File: src/hdl/esfd_pkg.sv
package esfd_pkg;

	localparam int COUNT_W = 9;
	localparam int MAX_FRAME_DEF = 256;
	localparam logic [7:0] ESC_BYTE = 8'h01;

	typedef enum logic [1:0] {
		PH_HUNT = 2'd0,
		PH_LEAD = 2'd1,
		PH_BODY = 2'd2
	} phase_t;

	typedef enum logic [1:0] {
		REG_ESCAPE_OFFSET = 2'd0,
		REG_HEADER_BYTES = 2'd1,
		REG_LENGTH_POSITION = 2'd2
	} cfg_reg_t;

	typedef struct packed {
		logic [7:0] escape_offset;
		logic [4:0] header_bytes;
		logic [3:0] length_position;
	} cfg_t;

	typedef struct packed {
		phase_t phase;
		logic esc;
		logic [7:0] held;
		logic [COUNT_W-1:0] count;
		logic [7:0] cap;
		logic ovf;
	} state_t;

	typedef struct packed {
		logic [7:0] data_byte;
		logic last;
		logic frame_ok;
	} result_t;

	localparam cfg_t CFG_RESET = '{
		escape_offset: 8'd16,
		header_bytes: 5'd4,
		length_position: 4'd3
	};

	localparam state_t STATE_RESET = '{
		phase: PH_HUNT,
		esc: 1'b0,
		held: 8'h00,
		count: '0,
		cap: 8'h00,
		ovf: 1'b0
	};

endpackage

File: src/hdl/esfd_step.sv
module esfd_step #(
	parameter int MAX_FRAME = esfd_pkg::MAX_FRAME_DEF
) (
	input  esfd_pkg::state_t  cur,
	input  esfd_pkg::cfg_t    cfg,
	input  logic [7:0]        rx,
	output esfd_pkg::state_t  nxt,
	output logic              res_valid,
	output esfd_pkg::result_t res
);

	localparam logic [esfd_pkg::COUNT_W-1:0] CNT_MAX = esfd_pkg::COUNT_W'(MAX_FRAME);

	function automatic esfd_pkg::state_t count_byte(input esfd_pkg::state_t s,
			input logic [7:0] v, input logic [3:0] lp);
		esfd_pkg::state_t r;
		r = s;
		if (s.count == esfd_pkg::COUNT_W'(lp)) begin
			r.cap = v;
		end
		if (s.count >= CNT_MAX) begin
			r.ovf = 1'b1;
		end else begin
			r.count = s.count + esfd_pkg::COUNT_W'(1);
		end
		return r;
	endfunction

	function automatic esfd_pkg::state_t open_frame(input esfd_pkg::state_t s);
		esfd_pkg::state_t r;
		r = s;
		r.phase = esfd_pkg::PH_LEAD;
		r.held = 8'h00;
		r.count = '0;
		r.cap = 8'h00;
		r.ovf = 1'b0;
		return r;
	endfunction

	esfd_pkg::state_t s;
	logic [7:0] lead;
	logic [7:0] v;
	logic [esfd_pkg::COUNT_W-1:0] want;
	logic body;

	always_comb begin
		s = cur;
		body = 1'b0;
		res_valid = 1'b0;
		res.data_byte = cur.held;
		res.last = 1'b0;
		res.frame_ok = 1'b0;
		lead = cur.esc ? (8'h00 - cfg.escape_offset) : 8'h00;
		want = esfd_pkg::COUNT_W'(cfg.header_bytes) + esfd_pkg::COUNT_W'(cur.cap);

		case (cur.phase)
			esfd_pkg::PH_HUNT: begin
				if (rx == 8'h00) begin
					s = open_frame(cur);
				end
			end
			esfd_pkg::PH_LEAD: begin
				if (rx != 8'h00) begin
					s.esc = 1'b0;
					s.held = lead;
					s = count_byte(s, lead, cfg.length_position);
					s.phase = esfd_pkg::PH_BODY;
					body = 1'b1;
				end
			end
			esfd_pkg::PH_BODY: begin
				if (rx == 8'h00) begin
					res_valid = 1'b1;
					res.last = 1'b1;
					res.frame_ok = !cur.ovf && (cur.count == want);
					s = open_frame(cur);
				end else begin
					body = 1'b1;
				end
			end
			default: begin
				s.phase = esfd_pkg::PH_HUNT;
			end
		endcase

		v = s.esc ? (rx - cfg.escape_offset) : rx;
		if (body) begin
			if (rx == esfd_pkg::ESC_BYTE) begin
				s.esc = 1'b1;
			end else begin
				res_valid = 1'b1;
				res.data_byte = s.held;
				s.esc = 1'b0;
				s.held = v;
				s = count_byte(s, v, cfg.length_position);
			end
		end
		nxt = s;
	end

endmodule

File: src/hdl/escape_stuffing_frame_decoder.sv
// A byte accepted into the input register is decoded by the combinational step, and the
// result beat it releases is registered in the result register when the step advances.
// Throughput: one input byte per cycle, set by the single decode step between the
// input register and the result register; output stalls back up through both.
// Reset (arst_n low) returns to hunting for a zero, clears the escape and frame
// state, empties both registers and restores the register defaults 16, 4 and 3.
module escape_stuffing_frame_decoder #(
	parameter int MAX_FRAME = esfd_pkg::MAX_FRAME_DEF
) (
	input  logic       clk,
	input  logic       arst_n,
	input  logic       cfg_valid,
	output logic       cfg_ready,
	input  logic [1:0] cfg_index,
	input  logic [7:0] cfg_data,
	input  logic       rx_valid,
	output logic       rx_ready,
	input  logic [7:0] rx_byte,
	output logic       out_valid,
	input  logic       out_ready,
	output logic [7:0] data_byte,
	output logic       last,
	output logic       frame_ok
);

	esfd_pkg::cfg_t cfg_q;
	esfd_pkg::state_t state_q;
	esfd_pkg::state_t state_nxt;
	esfd_pkg::result_t res;
	esfd_pkg::result_t res_q;
	logic res_valid;
	logic valid_s1;
	logic [7:0] byte_s1;
	logic out_valid_q;
	logic advance;

	assign cfg_ready = 1'b1;
	assign advance = valid_s1 && (!out_valid_q || out_ready);
	assign rx_ready = !valid_s1 || advance;

	always_ff @(posedge clk or negedge arst_n) begin
		if (!arst_n) begin
			cfg_q <= esfd_pkg::CFG_RESET;
		end else if (cfg_valid && cfg_ready) begin
			case (cfg_index)
				esfd_pkg::REG_ESCAPE_OFFSET: cfg_q.escape_offset <= cfg_data;
				esfd_pkg::REG_HEADER_BYTES: cfg_q.header_bytes <= cfg_data[4:0];
				esfd_pkg::REG_LENGTH_POSITION: cfg_q.length_position <= cfg_data[3:0];
				default: cfg_q <= cfg_q;
			endcase
		end
	end

	always_ff @(posedge clk or negedge arst_n) begin
		if (!arst_n) begin
			valid_s1 <= 1'b0;
		end else if (rx_ready) begin
			valid_s1 <= rx_valid;
		end
	end

	always_ff @(posedge clk) begin
		if (rx_valid && rx_ready) begin
			byte_s1 <= rx_byte;
		end
	end

	esfd_step #(
		.MAX_FRAME(MAX_FRAME)
	) u_step (
		.cur(state_q),
		.cfg(cfg_q),
		.rx(byte_s1),
		.nxt(state_nxt),
		.res_valid(res_valid),
		.res(res)
	);

	always_ff @(posedge clk or negedge arst_n) begin
		if (!arst_n) begin
			state_q <= esfd_pkg::STATE_RESET;
			out_valid_q <= 1'b0;
		end else begin
			if (advance) begin
				state_q <= state_nxt;
			end
			if (advance && res_valid) begin
				out_valid_q <= 1'b1;
			end else if (out_ready) begin
				out_valid_q <= 1'b0;
			end
		end
	end

	always_ff @(posedge clk) begin
		if (advance && res_valid) begin
			res_q <= res;
		end
	end

	assign out_valid = out_valid_q;
	assign data_byte = res_q.data_byte;
	assign last = res_q.last;
	assign frame_ok = res_q.frame_ok;

	// A byte waiting in the input register is never overwritten before it is decoded.
	a_s1_hold: assert property (@(posedge clk) disable iff (!arst_n)
		valid_s1 && !advance |=> valid_s1 && $stable(byte_s1))
		else $error("input register overwritten while stalled");

	// No result beat comes out of the decode step while hunting for a delimiter.
	a_hunt_silent: assert property (@(posedge clk) disable iff (!arst_n)
		res_valid |-> state_q.phase != esfd_pkg::PH_HUNT)
		else $error("result produced while hunting");

	// The decoded byte count saturates at the frame limit.
	a_count_bound: assert property (@(posedge clk) disable iff (!arst_n)
		state_q.count <= esfd_pkg::COUNT_W'(MAX_FRAME))
		else $error("decoded count beyond frame limit");

	// A frame good flag is only ever reported on the final beat of a frame.
	a_ok_last: assert property (@(posedge clk) disable iff (!arst_n)
		out_valid_q && res_q.frame_ok |-> res_q.last)
		else $error("frame good flag without last");

endmodule
File: config.mk
export PLATFORM = sky130hd
export DESIGN_NAME = escape_stuffing_frame_decoder
export DESIGN_NICKNAME = d
export VERILOG_FILES = /design/src/hdl/esfd_pkg.sv /design/src/hdl/esfd_step.sv /design/src/hdl/escape_stuffing_frame_decoder.sv
export SDC_FILE = /design/constraint.sdc
export NUM_CORES = 1
export LEC_CHECK = 0
export BUFFER_PORTS_ARGS = -buffer_cell sky130_fd_sc_hd__buf_2
export CAP_MARGIN = 15
export CORE_ASPECT_RATIO = 1.1
export CORE_MARGIN = 10
export CORE_UTILIZATION = 30
export CTS_BUF_LIST = sky130_fd_sc_hd__clkbuf_8
export CTS_CLUSTER_DIAMETER = 100
export DETAILED_ROUTE_END_ITERATION = 8
export GPL_ROUTABILITY_DRIVEN = 0
export PLACE_DENSITY_LB_ADDON = 0.12
export SLEW_MARGIN = 20
export SYNTH_ARGS = -nofsm -noshare
export SYNTH_HDL_FRONTEND = slang
export SYNTH_SLANG_ARGS = --single-unit
File: constraint.sdc
create_clock -name clk -period 4.4 [get_ports clk]
set_clock_uncertainty 0.15 [all_clocks]
set_input_delay 0 -clock clk [delete_from_list [all_inputs] [get_ports clk]]
set_output_delay 0 -clock clk [all_outputs]
set_load 0.02 [all_outputs]
==> results of run 1 <==
[per-layer routing]
layer / GRT usage [%] / vias up
met1: 16.9 / 1876
met2: 24.3 / 87
met5: 0 / -
met3: 2.83 / 23
met4: 6.65 / 0
li1: - / 1940
[worst max-delay path: stages (launching register included)]
cell and delay (ns):
dfrtp_1 0.44, inv_1 0.10, ha_1 0.54, nor2b_1 0.58, a22oi_1 0.13, o22ai_1 0.41, xor2_1 0.11, nor3_1 0.37
nand4_1 0.49, mux2i_1 0.24, a31o_2 0.22
[worst paths after layout]
kind                        startpoint          end  slack, ns  cells after the start
max in group asynchronous       arst_n    out_valid       3.50                      3
max                        state_q[28]   state_q[2]       0.50                     10
min in group clk            rx_byte[5]   byte_s1[5]       0.18                      2
max reg2reg                state_q[28]   state_q[2]       0.50                     10
min                             arst_n  state_q[16]       0.13                      3
min reg2reg                state_q[19]  state_q[19]       0.34                      2
[state kept, by name, summed over array words and instances (netlist names)]
signal     count
byte_s1        8
last           1
valid_s1       1
data_byte      8
out_valid      1
frame_ok       1
state_q       29
cfg_q         17
[what timing repair did]
| item | in CTS | in global routing |
|---|---|---|
| hold endpoints to repair | 71 | 0 |
| endpoints found under the setup margin | 0 | 0 |
| hold buffers | 37 | 0 |
[power by group through the flow]
stage	clock (uW)	combinational (uW)	sequential [uW]
6_report	650	607	809
3_5_place_dp	0	570	821
2_1_floorplan	0	439	767
4_1_cts	664	608	809
5_1_grt	692	677	821
3_3_place_gp	0	573	822
[per-stage QoR]
step                utilization, %  hold slack, ns  power [uW]  instance area (um^2)
floorplan                        -          -0.446        1210                  4540
global placement              32.7          0.0179        1400                  4880
detailed placement            32.7          0.0280        1390                  4880
CTS                           36.8           0.165        2080                  5490
global route                  36.8           0.185        2190                  5490
finish                        36.8           0.125        2070                  5490
[placed cells by master, fill, tap and decap left out, drive strengths merged, types with 4 or more instances in the layout]
master	n
nand2	62
dfrtp	44
o21ai	44
buf	40
dlygate4sd3	37
inv	27
nor2	25
ha	20
a21oi	19
xnor2	19
edfxtp	18
mux2i	12
xor2	12
nor3	11
mux2	11
nand3	11
o22ai	9
clkbuf	9
a31oi	8
a22o	8
nor4	8
nor2b	7
nand2b	7
o211ai	6
nand3b	5
a211oi	4
and3	4
o21a	4
nand4	4
dfstp	4
and2	4
a221o	4
[layout make-up]
| class | count | area [um^2] | area share, % |
|---|---|---|---|
| well taps | 196 | 245 | 4.46 |
| inverters | 26 | 97.6 | 1.78 |
| flip-flops and latches | 66 | 1750 | 31.8 |
| clock buffers | 9 | 124 | 2.25 |
| repair buffers | 77 | 586 | 10.7 |
| clock inverters | 7 | 119 | 2.16 |
| multi-input cells | 375 | 2580 | 46.9 |
[kinds of logic after synthesis]
logic type	after synthesis	share of synthesized area [%]
flops	66	38.5
xor+xnor	31	5.98
fa+ha+maj	22	6.39
buf+inv	52	4.82
mux	23	5.37
other cells	1	0.0826
simple gates	159	18.3
compound gates	139	20.6
==> flow_summary.json, run 1 <==
{
  "grt_overflow_total": 0,
  "viasPerCell": 5.19,
  "dieArea_um2": 20500,
  "power_density_nw_per_um2": 376,
  "dp_cells": 703,
  "grt_pass1_vias": 3972,
  "cts_root_buffer": "clkbuf_8",
  "p_sw_share_pct": 35.2,
  "leakage_uw": 0.00219,
  "ios": 36,
  "final-setup-viol-count": 0,
  "min_path_type": "in2async",
  "maxSlewViolCount": 0,
  "synth_top_cell_area_share_pct": 24.2,
  "clkSlewWorstSetupHoldPaths_ns": 0.09,
  "fillCellCount": 1533,
  "yosysMostFrequentCell": "nand2_1",
  "cp.arrival_ns": 4.01,
  "p_sw_uw": 727,
  "syn_nets": 538,
  "die_y_um": 149,
  "peakVddDrop_uv": 219,
  "cts_sinks": 66,
  "antennaDiodeCount": 0,
  "grt_pass1_wl_mm": 22.5,
  "syn-instance-count": 493,
  "drive_gt1_share_pct": 14.8,
  "slew_headroom_pct": 40.2,
  "setup_tns_ns": 0,
  "start_util_pct": 30.4,
  "avgSynthCellArea_um2": 9.21,
  "cts_tree": "yes",
  "grt_max_degree": 49,
  "drc": 0,
  "layout_setup_ws_ns": 0.503,
  "ys.flop_type": "dfrtp_1",
  "synth.top_cells.by_area": "dfrtp_1 (24%), edfxtp_1 (12%), ha_1 (5.5%)",
  "cp-start-kind": "register",
  "insertion_delay_ns": 0.38,
  "io_buffers": 34,
  "grt_use_total_pct": 14.3,
  "grt_antenna_before_repair": 0,
  "netlist_area_um2": 4540,
  "wl_met1_mm": 6.08,
  "wl_met2_mm": 7.19,
  "min_period_ns": 3.90,
  "synth_common_cells": "nand2_1 (61), dfrtp_1 (44), o21ai_0 (42)",
  "first_pass_iters": 4,
  "instances_no_fill": 756,
  "pwr-share-seq_pct": 39.1,
  "rsz0062_at_grt": "false",
  "htreeDepth": 3,
  "routed.top_layer": "met4",
  "cts_made_buffers": 9,
  "drv_cap": 0,
  "detail-route-antenna-nets": 0,
  "fin_nets": 600,
  "route.vias.total": 3926,
  "hpwlAfterDp_mm": 10.6,
  "synth_largest_area_cell": "dfrtp_1",
  "pwr-share-clk_pct": 31.5,
  "drt-wirelength-per-cell_um": 18.8,
  "synth_enable_flop_cells": 18,
  "status": "completed",
  "first_iter_violations": 241,
  "cts_resized": 0,
  "wl_mm": 14.2,
  "rows": 47,
  "route.met3.wl_um": 502,
  "clock_path_buffers": 2,
  "area_growth_syn_to_layout_pct": 21.0,
  "yosys_warnings": 0,
  "post_cts_buffers": 0,
  "cp.required_ns": 4.52,
  "hold_viol_final": 0,
  "synth_cell_types": 71,
  "fin_crit_sh_pct": 88.6,
  "die_x_um": 137,
  "crit_type": "reg2reg",
  "core_area_um2": 14900,
  "end_kind": "register",
  "ys_ff_latch": 66,
  "ys_async_sr_fraction_pct": 72.7,
  "tightest_slew_ns": 0.886,
  "critPathMaxFanout": 17,
  "p_comb_share_pct": 29.4,
  "clock.fmax_mhz": 257,
  "internal-power_uw": 1340,
  "yosysSeqAreaShare_pct": 38.5,
  "pre_cts_slack_ns": 0.650
}
Power figures use the tool's default switching activity.
==> run 2: changes to the inputs <==
--- a/config.mk
+++ b/config.mk
@@ -9,7 +9,7 @@
 export CAP_MARGIN = 15
 export CORE_ASPECT_RATIO = 1.1
 export CORE_MARGIN = 10
-export CORE_UTILIZATION = 30
+export CORE_UTILIZATION = 51
 export CTS_BUF_LIST = sky130_fd_sc_hd__clkbuf_8
 export CTS_CLUSTER_DIAMETER = 100
 export DETAILED_ROUTE_END_ITERATION = 8
==> flow_summary.json, run 2 (synthesis gave the netlist of run 1 again) <==
{
  "grt_pass1_wl_mm": 21.3,
  "tightest_slew_ns": 0.944,
  "wl_mm": 13.0,
  "grt_overflow_total": 0,
  "reg_top3": "state_q (29), cfg_q (17)",
  "power_density_nw_per_um2": 367,
  "start_util_pct": 51.7,
  "core_area_um2": 8780,
  "first_pass_iters": 5,
  "detail-route-antenna-nets": 0,
  "slew_headroom_pct": 36.9,
  "die_y_um": 119,
  "rows": 36,
  "fin_crit_sh_pct": 86.9,
  "crit_type": "reg2reg",
  "drive_gt1_share_pct": 14.7,
  "antennaDiodeCount": 0,
  "io_buffers": 34,
  "route.vias.total": 4043,
  "final_common_cell": "nand2_1",
  "cts_tree": "yes",
  "viasPerCell": 6.03,
  "top_register": "state_q",
  "drt-wirelength-per-cell_um": 19.3,
  "grt_antenna_before_repair": 0,
  "fin_nets": 597,
  "ios": 36,
  "htreeDepth": 3,
  "drv_cap": 0,
  "drc": 0,
  "clock.fmax_mhz": 262,
  "critPathMaxFanout": 17,
  "layout_setup_ws_ns": 0.579,
  "grt_use_total_pct": 20.6,
  "cts_root_buffer": "clkbuf_8",
  "largest_register_ffs": 29,
  "cp.arrival_ns": 3.94,
  "grt_pass1_vias": 3989,
  "final_core_util_pct": 60.5,
  "rsz0062_at_grt": "false",
  "clock_path_buffers": 2,
  "clkSlewWorstSetupHoldPaths_ns": 0.08,
  "ff2ff_setup_slack_ns": 0.58,
  "end_kind": "register",
  "area_growth_syn_to_layout_pct": 17.0,
  "cp.required_ns": 4.52,
  "peakVddDrop_uv": 227,
  "first_iter_violations": 355,
  "grt_max_degree": 49,
  "final-setup-viol-count": 0,
  "setup_tns_ns": 0,
  "cp-start-kind": "register",
  "hpwlAfterDp_mm": 9.30,
  "status": "completed",
  "min_period_ns": 3.82,
  "maxSlewViolCount": 0,
  "hold_viol_final": 0,
  "min_path_type": "in2async",
  "cts_sinks": 66,
  "final_cell_mix": "nand2_1 (61), dfrtp_1 (44), o21ai_0 (42)",
  "die_x_um": 110,
  "pre_cts_slack_ns": 0.711,
  "dieArea_um2": 13100,
  "insertion_delay_ns": 0.37,
  "leakage_uw": 0.00215,
  "cts_made_buffers": 9
}
==> run 2: changes by cell type in the layout (fill, tap and decap cells not counted), sizes merged <==
cell / previous run / this run
dlygate4sd3: 37 / 35
buf: 40 / 39
bufinv: 3 / 1
clkinv: 2 / 4
==> run 2: repair_timing <==
item / 4_1_cts / 5_1_grt
endpoints found under the hold margin: 75 / 0
hold buffers: 35 / 0
buffers inserted: 0 / 0
resized for setup: 0 / 0
==> run 2: per-stage QoR <==
step | instances | area (um^2) | hold WS (ns) | power [uW]
after floorplan | 493 | 4540 | -0.446 | 1210
after global placement | 620 | 4770 | -0.00621 | 1370
after detailed placement | 620 | 4770 | 0.00199 | 1380
after CTS | 671 | 5310 | 0.136 | 1930
after global routing | 671 | 5310 | 0.179 | 2050
final | 671 | 5310 | 0.110 | 1950
==> run 2: layer usage <==
layer	global-route usage, %	wire [um]	up-vias
met5	0	0	-
met4	9.53	442	0
met3	4.42	925	36
met2	33.0	6400	171
met1	25.7	5210	1917
li1	-	-	1919
==> run 2: final cells by class <==
type / instances / area, um^2
repair buffers: 74 / 558
inverters: 26 / 97.6
fillers: 743 / 3470
multi-input cells: 375 / 2580
well taps: 114 / 143
clock inverters: 7 / 68.8
flip-flops and latches: 66 / 1750
clock buffers: 9 / 124
==> run 2: critical path: stages, from the launching register on <==
cell,delay [ns]
dfrtp_1,0.43
inv_1,0.10
ha_1,0.52
nor2b_1,0.56
a22oi_1,0.13
o22ai_1,0.38
xor2_1,0.13
nor3_1,0.38
nand4_1,0.48
mux2i_1,0.24
a31o_2,0.22
==> run 2: report_power, final <==
part	internal [uW]	switching, uW
registers	707	101
logic	253	358
clock network	260	269
total	1220	728
==> run 2: worst paths after layout <==
| check | from | endpoint | depth (start not counted) |
|---|---|---|---|
| max in group asynchronous | arst_n | state_q[24] | 3 |
| hold / removal | arst_n | state_q[17] | 3 |
| setup / recovery | state_q[28] | state_q[2] | 10 |
| min in group clk | rx_byte[3] | byte_s1[3] | 2 |
| hold reg to reg | state_q[19] | state_q[19] | 2 |
| setup reg to reg | state_q[28] | state_q[2] | 10 |
